[config.mk]
export PLATFORM = sky130hd
export DESIGN_NAME = aes_sbox_gf_inverse
export DESIGN_NICKNAME = d
export VERILOG_FILES = /design/src/sv/sbx_pkg.sv /design/src/sv/sbx_dpath.sv /design/src/sv/sbx_ctrl.sv /design/src/sv/aes_sbox_gf_inverse.sv
export SDC_FILE = /design/constraint.sdc
export NUM_CORES = 1
export LEC_CHECK = 0
export BUFFER_PORTS_ARGS = -buffer_cell sky130_fd_sc_hd__buf_2
export CORE_MARGIN = 2
export CORE_UTILIZATION = 60
export CTS_CLUSTER_DIAMETER = 120
export DETAILED_ROUTE_END_ITERATION = 12
export PLACE_DENSITY = 0.84
export SYNTH_ARGS = -nofsm -noshare
export SYNTH_HDL_FRONTEND = slang
export SYNTH_SLANG_ARGS = --single-unit
[constraint.sdc]
create_clock -name clock -period 4.9 [get_ports clock]
set_input_delay 0.735 -clock clock [delete_from_list [all_inputs] [get_ports clock]]
set_output_delay 0.735 -clock clock [all_outputs]
set_load 0.05 [all_outputs]
[src/sv/sbx_pkg.sv]
// Shared types, constants and GF(2^8) helper functions for the S-box block.
package sbx_pkg;

   localparam logic [8:0] FIELD_POLY = 9'h11B;
   localparam logic [7:0] FWD_CONST  = 8'h63;
   localparam logic [7:0] INV_CONST  = 8'h05;

   // square-and-multiply rounds that build a^127
   localparam int unsigned ROUNDS = 6;
   localparam int unsigned RND_W  = $clog2(ROUNDS);
   localparam logic [RND_W-1:0] RND_LAST = RND_W'(ROUNDS - 1);

   typedef enum logic [1:0] {
      ST_IDLE,
      ST_SQUARE,
      ST_MULTIPLY,
      ST_LAST
   } state_type;

   typedef struct packed {
      logic load;
      logic square;
      logic multiply;
      logic finish;
   } cmd_type;

   function automatic logic [7:0] rotl(input logic [7:0] v, input int unsigned k);
      logic [15:0] w;
      w = {v, v} << (k % 8);
      return w[15:8];
   endfunction

   function automatic logic [7:0] gf_mul(input logic [7:0] a, input logic [7:0] b);
      logic [7:0] acc;
      logic [8:0] x;
      acc = 8'h00;
      x   = {1'b0, a};
      for (int i = 0; i < 8; i++) begin
         if (b[i]) acc = acc ^ x[7:0];
         x = {x[7:0], 1'b0};
         if (x[8]) x = x ^ FIELD_POLY;
      end
      return acc;
   endfunction

   function automatic logic [7:0] affine_fwd(input logic [7:0] a);
      return a ^ rotl(a, 1) ^ rotl(a, 2) ^ rotl(a, 3) ^ rotl(a, 4) ^ FWD_CONST;
   endfunction

   function automatic logic [7:0] affine_inv(input logic [7:0] a);
      return rotl(a, 1) ^ rotl(a, 3) ^ rotl(a, 6) ^ INV_CONST;
   endfunction

endpackage

[src/sv/sbx_dpath.sv]
// Datapath: operand registers, shared GF(2^8) multiplier and result register.
module sbx_dpath import sbx_pkg::*; (
   input  logic       clock,
   input  cmd_type    cmd,
   input  logic       op,
   input  logic [7:0] data_in,
   output logic [7:0] data_out
);

   logic       op_ff,   op_in;
   logic [7:0] base_ff, base_in;
   logic [7:0] acc_ff,  acc_in;
   logic [7:0] out_ff,  out_in;
   logic [7:0] mul_b;
   logic [7:0] prod;

   assign mul_b = cmd.multiply ? base_ff : acc_ff;
   assign prod  = gf_mul(acc_ff, mul_b);

   always_comb begin
      op_in   = op_ff;
      base_in = base_ff;
      acc_in  = acc_ff;
      out_in  = out_ff;
      if (cmd.load) begin
         op_in   = op;
         base_in = op ? affine_inv(data_in) : data_in;
         acc_in  = base_in;
      end
      if (cmd.square || cmd.multiply) acc_in = prod;
      if (cmd.finish) out_in = op_ff ? prod : affine_fwd(prod);
   end

   always_ff @(posedge clock) begin
      op_ff   <= op_in;
      base_ff <= base_in;
      acc_ff  <= acc_in;
      out_ff  <= out_in;
   end

   assign data_out = out_ff;

endmodule

[src/sv/sbx_ctrl.sv]
// Controller: sequences the square/multiply rounds and raises the result strobe.
module sbx_ctrl import sbx_pkg::*; (
   input  logic    clock,
   input  logic    reset,
   input  logic    start,
   output logic    busy,
   output logic    done,
   output cmd_type cmd
);

   state_type        state_ff, state_in;
   logic [RND_W-1:0] rnd_ff,   rnd_in;
   logic             done_ff,  done_in;

   always_comb begin
      state_in = state_ff;
      rnd_in   = rnd_ff;
      unique case (state_ff)
         ST_IDLE: begin
            rnd_in = '0;
            if (start) state_in = ST_SQUARE;
         end
         ST_SQUARE: state_in = ST_MULTIPLY;
         ST_MULTIPLY: begin
            if (rnd_ff == RND_LAST) begin
               state_in = ST_LAST;
            end else begin
               rnd_in   = rnd_ff + 1'b1;
               state_in = ST_SQUARE;
            end
         end
         ST_LAST: state_in = ST_IDLE;
         default: state_in = ST_IDLE;
      endcase
   end

   always_comb begin
      cmd     = '0;
      busy    = 1'b1;
      done_in = 1'b0;
      unique case (state_ff)
         ST_IDLE: begin
            busy     = 1'b0;
            cmd.load = start;
         end
         ST_SQUARE:   cmd.square   = 1'b1;
         ST_MULTIPLY: cmd.multiply = 1'b1;
         ST_LAST: begin
            cmd.finish = 1'b1;
            done_in    = 1'b1;
         end
         default: busy = 1'b1;
      endcase
   end

   always_ff @(posedge clock) begin
      if (reset) begin
         state_ff <= ST_IDLE;
         rnd_ff   <= '0;
         done_ff  <= 1'b0;
      end else begin
         state_ff <= state_in;
         rnd_ff   <= rnd_in;
         done_ff  <= done_in;
      end
   end

   assign done = done_ff;

endmodule

[src/sv/aes_sbox_gf_inverse.sv]
// Top level: AES S-box / inverse S-box by GF(2^8) inversion (a^254).
// One word at a time: its 13 passes go through one GF multiplier, so no new word is taken while busy.
// busy is low again in the cycle the result is strobed, so a new word may start then.
// Synchronous active-high reset clears the controller; no result is pending after reset.
// The receiver cannot stall; each result is valid for exactly one cycle.
module aes_sbox_gf_inverse import sbx_pkg::*; (
   input  logic       clock,
   input  logic       reset,
   input  logic       start,
   output logic       busy,
   input  logic       req_op,
   input  logic [7:0] req_data_in,
   output logic       rsp_valid,
   output logic [7:0] rsp_data_out
);

   cmd_type cmd;

   sbx_ctrl u_ctrl (
      .clock (clock),
      .reset (reset),
      .start (start),
      .busy  (busy),
      .done  (rsp_valid),
      .cmd   (cmd)
   );

   sbx_dpath u_dpath (
      .clock    (clock),
      .cmd      (cmd),
      .op       (req_op),
      .data_in  (req_data_in),
      .data_out (rsp_data_out)
   );

   a_accept_busy: assert property (@(posedge clock) disable iff (reset)
      start && !busy |=> busy)
      else $error("busy not raised after accept");

   a_latency: assert property (@(posedge clock) disable iff (reset)
      start && !busy |-> ##14 rsp_valid)
      else $error("result strobe missing");

   a_single_strobe: assert property (@(posedge clock) disable iff (reset)
      rsp_valid |=> !rsp_valid)
      else $error("result strobed twice");

   a_idle_strobe: assert property (@(posedge clock) disable iff (reset)
      rsp_valid |-> !busy)
      else $error("strobe while busy");

endmodule

==> summary.md, run 1 <==
| Metric | Value |
|---|---|
| Worst R2R Setup Slack | 780 ps |
| CTS Buffer Depth | 2 |
| Setup-failing EPs final | 0 |
| Cell Count, Final, Fillers Out | 440 |
| Mapped Nets | 376 |
| Post-synth top area cell | edfxtp_1 |
| Clock sink count | 31 |
| Placed cell count | 432 |
| Max incr delay on CP | 640 ps |
| Synth cell types | 49 |
| Initial Util | 62.1% |
| CP Cell Sequence | inv_1, ha_1, buf_4, mux2i_2, nor3_1, a221oi_2, xnor3_1, xnor2_2, xnor3_1, xor3_1, nor2_1, xnor2_1 |
| HP Start | u_ctrl.state_ff[0] |
| Tmin final | 4120 ps |
| GPL Wtd Cong | 0.934 |
| CTS tree | yes |
| Post-detail-place hpwl | 5610 µm |
| Final WS setup | 781 ps |
| IO buf count | 21 |
| DRT Pass-1 Iters | 5 |
| Root Buffer | clkbuf_8 |
| Slew Viols, Final | 0 |
| DRC | 0 |
| Startpoint Class | register |
| Finished Cell Area | 3610 µm² |
| Worst-path maximum fanout | 30 |
| H-tree levels | 2 |
| Die Y | 79.3 µm |
| Crit-path most repeated cell | xnor3_1 |
| Vias per cell | 6.20 |
| RSZ-0062 raised after global routing | false |
| Post-CTS Setup Bufs | 0 |
| Slowest cell on crit path | mux2i_2 |
| Fmax | 0.243 GHz |
| Average wire per standard cell | 17.6 µm |
| WL final | 7760 µm |
| Worst Hold Class | register to register |
| DP Area | 3520 µm² |
| Iteration-0 DRC count of the detailed router | 327 |
| Clock latency at the later pin of the worst-skew pair | 290 ps |
| Status | finished clean |
| Post-synthesis cell count | 358 |
| Crit. Startpoint | u_ctrl.state_ff[0] |
| Top post-synthesis cells by area | edfxtp_1, xnor2_1, xnor3_1 |
| Ports | 22 |
| Register area share after synthesis | 25.6% |
| Fillcell total | 454 |
| Kind of critical path | register to register |
| Register clock-pin slew on the reported worst setup and hold paths | 70 ps |
| Slew headroom | 29.8% |
| Tcrit/Tclk final | 84.1% |
| Hold Vio Cnt, Final | 0 |
| Register bit count reported by yosys | 31 |
| Syn. warnings | 0 |
| Yosys top cell area share | 22.1% |
| Pre-CTS setup slack | 792 ps |
| Syn Area/Cell | 9.50 µm² |
| Cts repair resizes | 0 |
| Vias in the first global route | 2,485 |
| Number of synthesized flops with an enable pin | 25 |
| Die ar. | 6280 µm² |
| Fraction of registers with async set/reset | 0% |
| CP arrival | 4160 ps |
| Nets | 385 |
| TritonCTS Buffers | 5 |
| Synthesis-to-finish area growth | 6.11% |
| Critical path required time | 4940 ps |
| CTS hold repair buffers | 0 |
| Synthesized area | 3400 µm² |
| Post-Route Setup TNS | 0 ps |
| Vias | 2,730 |
| Fraction of layout cells with a size suffix above 1 | 15.5% |
| Antenna diodes | 0 |
| Die X | 79.3 µm |
| First-pass GRT wire length | 12,600 µm |
| Grt ovf | 0 |
| Antenna violations before repair | 0 |
| Reg2Reg Launch Point | u_ctrl.state_ff[0] |
| Setup crit end kind | register |
| Pin count of the biggest net entering global routing | 31 |
| Clk_skew | 8.94 ps |
| Max Cap Viol | 0 |
| Main synth FF type | edfxtp_1 |
| Row count | 27 |
| Core area | 5470 µm² |
| Tot GR Track Use | 26.2% |
| Worst Tran Pin Value | 1020 ps |
| ANT nets after route | 0 |
[sequential cells by signal (all words and copies together) (netlist names)]
| name | count |
|---|---|
| u_dpath.op_ff | 1 |
| u_ctrl.state_ff | 2 |
| u_ctrl.rnd_ff | 3 |
| u_ctrl.done | 1 |
| u_dpath.acc_ff | 8 |
| u_dpath.base_ff | 8 |
| u_dpath.data_out | 8 |
[per-stage QoR]
step | utilization [%] | hold slack [ps]
after floorplan | - | 481
after global placement | 64.2 | 499
after detailed placement | 64.2 | 524
after CTS | 65.9 | 535
after global routing | 65.9 | 552
final | 65.9 | 538
[cell families (layout without fill, tap and decap cells)]
kind of cell    count (synthesis)  after routing  share of synthesized area (%)
compound gates                 60             60                           11.6
simple gates                  107            107                           14.4
xor+xnor                       97             97                           33.5
flops                          31             31                           25.6
fa+ha+maj                       6              6                           2.21
buf+inv                        31             41                           4.09
mux                            26             26                           8.61
[synthesized netlist by cell type, types with 3 or more instances]
cell and n:
xnor2_1 56, nor2_1 53, edfxtp_1 25, a21oi_1 20, xor2_1 20, nand2_1 19, mux2_2 16, xnor3_1 16
buf_2 12, clkbuf_1 9, o21ai_0 9, nand3_1 8, mux2i_1 7, nor3_1 7, dfxtp_1 6, ha_1 6
inv_1 6, a211oi_1 5, a31oi_1 5, nand2b_1 4, nor2b_1 4, xor3_1 4, and4b_1 3, o211ai_1 3
o22ai_1 3
[path summary, 6_finish.rpt]
check / endpoint / cells past startpoint
setup / recovery: u_dpath.data_out[2] / 12
hold / removal: u_ctrl.state_ff[0] / 2
setup reg to reg: u_dpath.data_out[2] / 12
hold reg to reg: u_ctrl.state_ff[0] / 2
[critical path, delay by kind of cell, from the launching register on]
family / cells / cell delay [ps]
mux: 1 / 640
flops: 1 / 340
simple gates: 2 / 260
buf+inv: 2 / 470
compound gates: 1 / 200
fa+ha+maj: 1 / 150
xor+xnor: 5 / 1810
[layer usage]
layer	vias to the layer above	wire length [µm]	global-route usage [%]
li1	1274	-	-
met2	139	3690	43.1
met5	-	0	0
met4	0	183	8.97
met1	1296	3330	35.5
met3	21	558	3.98
[area by class of cell]
cell class,instances,area [µm²],area share (%)
Clock buffer,7,86.3,2.39
Clock inverter,1,5.00,0.139
Inverter,8,30.0,0.832
Multi-Input combinational cell,296,2390,66.3
Sequential cell,31,871,24.1
Tap cell,72,90.1,2.50
Timing Repair Buffer,25,135,3.75
[cell usage in the layout, fill, tap and decap left out, types with 7 or more instances in the layout]
master,n
xnor2_1,56
nor2_1,53
edfxtp_1,25
buf_2,21
a21oi_1,20
xor2_1,20
nand2_1,19
mux2_2,16
xnor3_1,16
o21ai_0,9
nand3_1,8
mux2i_1,7
nor3_1,7
Power of run 1 is left out: the tool's default activity adds up to more than one toggle a clock period on the data nets, which glitch-free logic cannot reach.
==> run 2: changes to the inputs <==
clock period = 3.81 ns   (was 4.9 ns; I/O delays follow)
==> summary.md, run 2 (synthesized netlist as in run 1, its figures left out) <==
| Metric | Value |
|---|---|
| Status | finished clean |
| Tot GR Track Use | 26.3% |
| Grt ovf | 0 |
| CP Cell Sequence | inv_1, ha_1, buf_12, mux2_2, o221ai_1, a221oi_2, xnor3_1, xnor2_2, xnor3_2, xor3_1, nor2_1, xnor2_1 |
| Clock latency at the later pin of the worst-skew pair | 280 ps |
| CTS hold repair buffers | 0 |
| Average wire per standard cell | 17.3 µm |
| Max incr delay on CP | 490 ps |
| Core area | 5470 µm² |
| Tmin final | 3620 ps |
| Kind of critical path | register to register |
| Die X | 79.3 µm |
| Cts repair resizes | 0 |
| Startpoint Class | register |
| H-tree levels | 2 |
| Register clock-pin slew on the reported worst setup and hold paths | 70 ps |
| Die Y | 79.3 µm |
| Vias per cell | 6.00 |
| Worst-path maximum fanout | 30 |
| Antenna violations before repair | 0 |
| Die ar. | 6280 µm² |
| Hold Vio Cnt, Final | 0 |
| Pin count of the biggest net entering global routing | 31 |
| Fmax | 0.276 GHz |
| TritonCTS Buffers | 5 |
| Slowest cell on crit path | xnor3_1 |
| ANT nets after route | 0 |
| Vias in the first global route | 2,609 |
| Vias | 2,730 |
| Min Hold Slack | 523 ps |
| Util after Layout | 69.0% |
| RSZ-0062 raised after global routing | false |
| Slew Viols, Final | 0 |
| First-pass GRT wire length | 12,700 µm |
| CTS Buffer Depth | 2 |
| Post-Route Setup TNS | 0 ps |
| Root Buffer | clkbuf_8 |
| Worst Tran Pin Value | 922 ps |
| Clk_skew | 7.35 ps |
| Clock sink count | 31 |
| Most common cell after layout, fill and taps aside | xnor2_1 |
| WL final | 7870 µm |
| CTS tree | yes |
| CP arrival | 3650 ps |
| DRC | 0 |
| Placed cell count | 447 |
| Initial Util | 62.1% |
| Post-CTS Setup Bufs | 0 |
| Cell Count, Final, Fillers Out | 455 |
| Max Cap Viol | 0 |
| Post-detail-place hpwl | 5790 µm |
| Slew headroom | 38.1% |
| Iteration-0 DRC count of the detailed router | 180 |
| Most frequent cells in the layout | xnor2_1, nor2_1, edfxtp_1 |
| Tcrit/Tclk final | 95.0% |
| Nets | 400 |
| Setup crit end kind | register |
| Ports | 22 |
| IO buf count | 21 |
| Synthesis-to-finish area growth | 11.2% |
| GPL Wtd Cong | 0.942 |
| Critical path required time | 3840 ps |
| Fraction of layout cells with a size suffix above 1 | 19.8% |
| Setup-failing EPs final | 0 |
| Row count | 27 |
| Antenna diodes | 0 |
| DRT Pass-1 Iters | 6 |
| Worst Hold Class | register to register |
[run 2: cell count changes in the layout (fill, tap and decap cells not counted)]
cell	before	now
xnor2_1	56	55
xor2_1	20	19
xnor3_2	0	1
xnor2_2	1	2
clkbuf_1	1	0
buf_4	4	18
mux2i_2	2	1
xnor3_1	16	15
buf_12	0	1
mux2i_4	0	1
clkbuf_16	0	1
xor2_2	0	1
[run 2: path summary, 6_finish.rpt]
kind,endpoint,slack [ps],startpoint,cells after the start
worst max register to register,u_dpath.data_out[2],190,u_ctrl.state_ff[0],12
worst min register to register,u_ctrl.rnd_ff[1],520,u_ctrl.rnd_ff[1],2
worst min-delay path,u_ctrl.rnd_ff[1],520,u_ctrl.rnd_ff[1],2
worst max-delay path,u_dpath.data_out[2],190,u_ctrl.state_ff[0],12
[run 2: cell type report]
type                       count  area (µm²)
clock buffer                   7         108
clock inverter                 1        5.00
fill                         432        1690
inverter                       8        30.0
multi-input combinational    296        2410
sequential                    31         871
tap                           72        90.1
timing repair buffer          40         260
[run 2: layer usage]
metal | vias up | global-route usage (%) | wire length [µm]
met2 | 109 | 45.2 | 3900
li1 | 1302 | - | -
met4 | 0 | 11.4 | 221
met5 | - | 0 | 0
met1 | 1301 | 33.6 | 3360
met3 | 18 | 3.07 | 381
[run 2: per-stage QoR]
step | area, µm² | worst slack, ps
final | 3780 | 190
after detailed placement | 3640 | 122
after global placement | 3640 | 295
after global routing | 3780 | 25.3
after floorplan | 3400 | 329
after CTS | 3750 | 113
[run 2: worst max-delay path: cells and delay by family, from the launching register on]
family	cells	cell delay, ps
AND/OR/NAND/NOR	1	120
AO/OA/AOI/OAI	2	450
buffers and inverters	2	280
XOR/XNOR	5	1590
multiplexers	1	290
flip-flops	1	390
adder cells (fa/ha/maj)	1	240
Power of run 2 is left out for the same reason.
==> run 3: changes to the inputs <==
--- a/config.mk
+++ b/config.mk
@@ -14,3 +14,4 @@
 export SYNTH_ARGS = -nofsm -noshare
 export SYNTH_HDL_FRONTEND = slang
+export SYNTH_HIERARCHICAL = 1
 export SYNTH_SLANG_ARGS = --single-unit
==> constraint.sdc (replaced) <==
create_clock -name clock -period 3.81 [get_ports clock]
set_input_delay 0 -clock clock [delete_from_list [all_inputs] [get_ports clock]]
set_output_delay 0 -clock clock [all_outputs]
set_load 0.05 [all_outputs]
==> summary.md, run 3 <==
| Metric | Value |
|---|---|
| Status | finished clean |
| Average wire per standard cell | 18.9 µm |
| Slew headroom | 43.9% |
| Register bit count reported by yosys | 31 |
| Setup crit end kind | register |
| Top post-synthesis cells by area | edfxtp_1, xnor2_1, xnor3_1 |
| Number of synthesized flops with an enable pin | 25 |
| Kind of critical path | register to register |
| Startpoint Class | register |
| Initial Util | 63.0% |
| Slew Viols, Final | 0 |
| Syn. warnings | 6 |
| Post-CTS Setup Bufs | 0 |
| Post-Route Setup TNS | 0 ps |
| Worst Hold Class | input port to register |
| Crit path max-delay family | XOR/XNOR gates |
| Yosys top cell area share | 21.4% |
| Clk_skew | 9.34 ps |
| Tmin final | 3610 ps |
| Worst path bufs/invs | 1 |
| Vias | 2,769 |
| Worst Tran Pin Value | 838 ps |
| Iteration-0 DRC count of the detailed router | 317 |
| Most frequent cells in the layout | nor2_1, xnor2_1, nand2_1 |
| RSZ-0062 raised after global routing | false |
| Worst-path maximum fanout | 15 |
| TritonCTS Buffers | 5 |
| Mapped Nets | 370 |
| Final WS setup | 197 ps |
| Die X | 80.5 µm |
| Fraction of layout cells with a size suffix above 1 | 23.0% |
| Pre-CTS setup slack | 248 ps |
| Grt ovf | 0 |
| Reg2Reg Depth | 11 |
| Vias per cell | 6.21 |
| Max incr delay on CP | 440 ps |
| HP Start | req_op |
| First-pass GRT wire length | 13,600 µm |
| Antenna diodes | 0 |
| Crit path depth | 11 |
| DRC | 0 |
| IO buf count | 21 |
| Clock sink count | 31 |
| Synth top cells by count | nor2_1, xnor2_1, nand2_1 |
| Core area | 5570 µm² |
| CTS tree | yes |
| Max Cap Viol | 0 |
| Fillcell total | 424 |
| GPL Wtd Cong | 1.01 |
| Finished Cell Area | 3730 µm² |
| Slowest cell on crit path | dfxtp_1 |
| DRT Pass-1 Iters | 5 |
| Die ar. | 6480 µm² |
| Post-synth top area cell | edfxtp_1 |
| Register area share after synthesis | 24.8% |
| Synthesized area | 3510 µm² |
| Crit-path most repeated cell | xor2_1 |
| Clock latency at the later pin of the worst-skew pair | 290 ps |
| Die Y | 80.5 µm |
| Antenna violations before repair | 0 |
| Register clock-pin slew on the reported worst setup and hold paths | 70 ps |
| Synth cell types | 69 |
| Syn Area/Cell | 9.87 µm² |
| Setup-failing EPs final | 0 |
| CTS Buffer Depth | 2 |
| ANT nets after route | 0 |
| Tot GR Track Use | 27.9% |
| Post-synthesis cell count | 356 |
| Hold Vio Cnt, Final | 0 |
| Worst R2R Setup Slack | 200 ps |
| Nets | 387 |
| CP Cell Sequence | nor2b_4, buf_4, mux2i_2, nor2_1, xor2_1, xnor3_1, xnor3_2, xnor2_2, xor2_1, nor2_1, xor2_1 |
| Post-detail-place hpwl | 6140 µm |
| Root Buffer | clkbuf_8 |
| H-tree levels | 2 |
| Pin count of the biggest net entering global routing | 21 |
| Hold Crit Depth | 1 |
| Reg2Reg Launch Point | u_ctrl/state_ff[1] |
| Main synth FF type | edfxtp_1 |
| WL final | 8450 µm |
| Synthesis-to-finish area growth | 6.05% |
| Tcrit/Tclk final | 94.8% |
| Ports | 22 |
| CP arrival | 3640 ps |
| Row count | 27 |
| Vias in the first global route | 2,663 |
| DP Area | 3610 µm² |
| R2r endpoint | u_dpath/data_out[6] |
| Fmax | 0.277 GHz |
| Critical path required time | 3830 ps |
| Fraction of registers with async set/reset | 0% |
| Hold EP | u_dpath/op_ff |
run 3: area by class of cell:
| class | count | area [µm²] | area share [%] |
|---|---|---|---|
| timing repair buffer | 36 | 223 | 5.98 |
| multi-input combinational | 289 | 2420 | 64.9 |
| clock inverter | 2 | 12.5 | 0.336 |
| clock buffer | 6 | 72.6 | 1.95 |
| tap | 72 | 90.1 | 2.42 |
| inverter | 10 | 37.5 | 1.01 |
| sequential | 31 | 871 | 23.4 |
run 3: layer usage:
metal | global-route usage, % | vias up | part of all wire [%]
li1 | - | 1272 | -
met1 | 36.0 | 1306 | 41
met2 | 47.3 | 161 | 48
met3 | 5.96 | 30 | 8.7
met4 | 7.46 | 0 | 2.6
met5 | 0 | - | 0
run 3: kinds of logic after synthesis:
| group | count (synthesis) | synth area share (%) |
|---|---|---|
| simple gates | 112 | 15.1 |
| xor+xnor | 91 | 32.9 |
| compound gates | 58 | 11.3 |
| buf+inv | 36 | 6.55 |
| flops | 31 | 24.8 |
| mux | 26 | 8.62 |
| fa+ha+maj | 2 | 0.712 |
run 3: worst max-delay path by stage:
stage                                endpoint               start  slack (ps)
after floorplan           u_dpath/data_out[1]  u_ctrl/state_ff[1]         770
after global placement    u_dpath/data_out[6]  u_ctrl/state_ff[1]         370
after detailed placement  u_dpath/data_out[1]  u_ctrl/state_ff[1]         250
after CTS                 u_dpath/data_out[6]  u_ctrl/state_ff[1]         190
after global routing      u_dpath/data_out[6]  u_ctrl/state_ff[1]          70
final                     u_dpath/data_out[6]  u_ctrl/state_ff[1]         200
run 3: stage by stage:
stage / instances / util, % / hold WS (ps)
final: 446 / 66.8 / 75.6
after global placement: 436 / 64.8 / 235
after global routing: 446 / 66.8 / 87.9
after detailed placement: 436 / 64.8 / 239
after floorplan: 356 / - / 62.4
after CTS: 446 / 66.7 / 74.1
run 3: what timing repair did:
action / 4_1_cts / 5_1_grt
hold endpoints to repair: 5 / 0
resized for setup: 0 / 2
endpoints found under the setup margin: 0 / 1
hold buffers: 2 / 0
Power of run 3 is left out for the same reason.
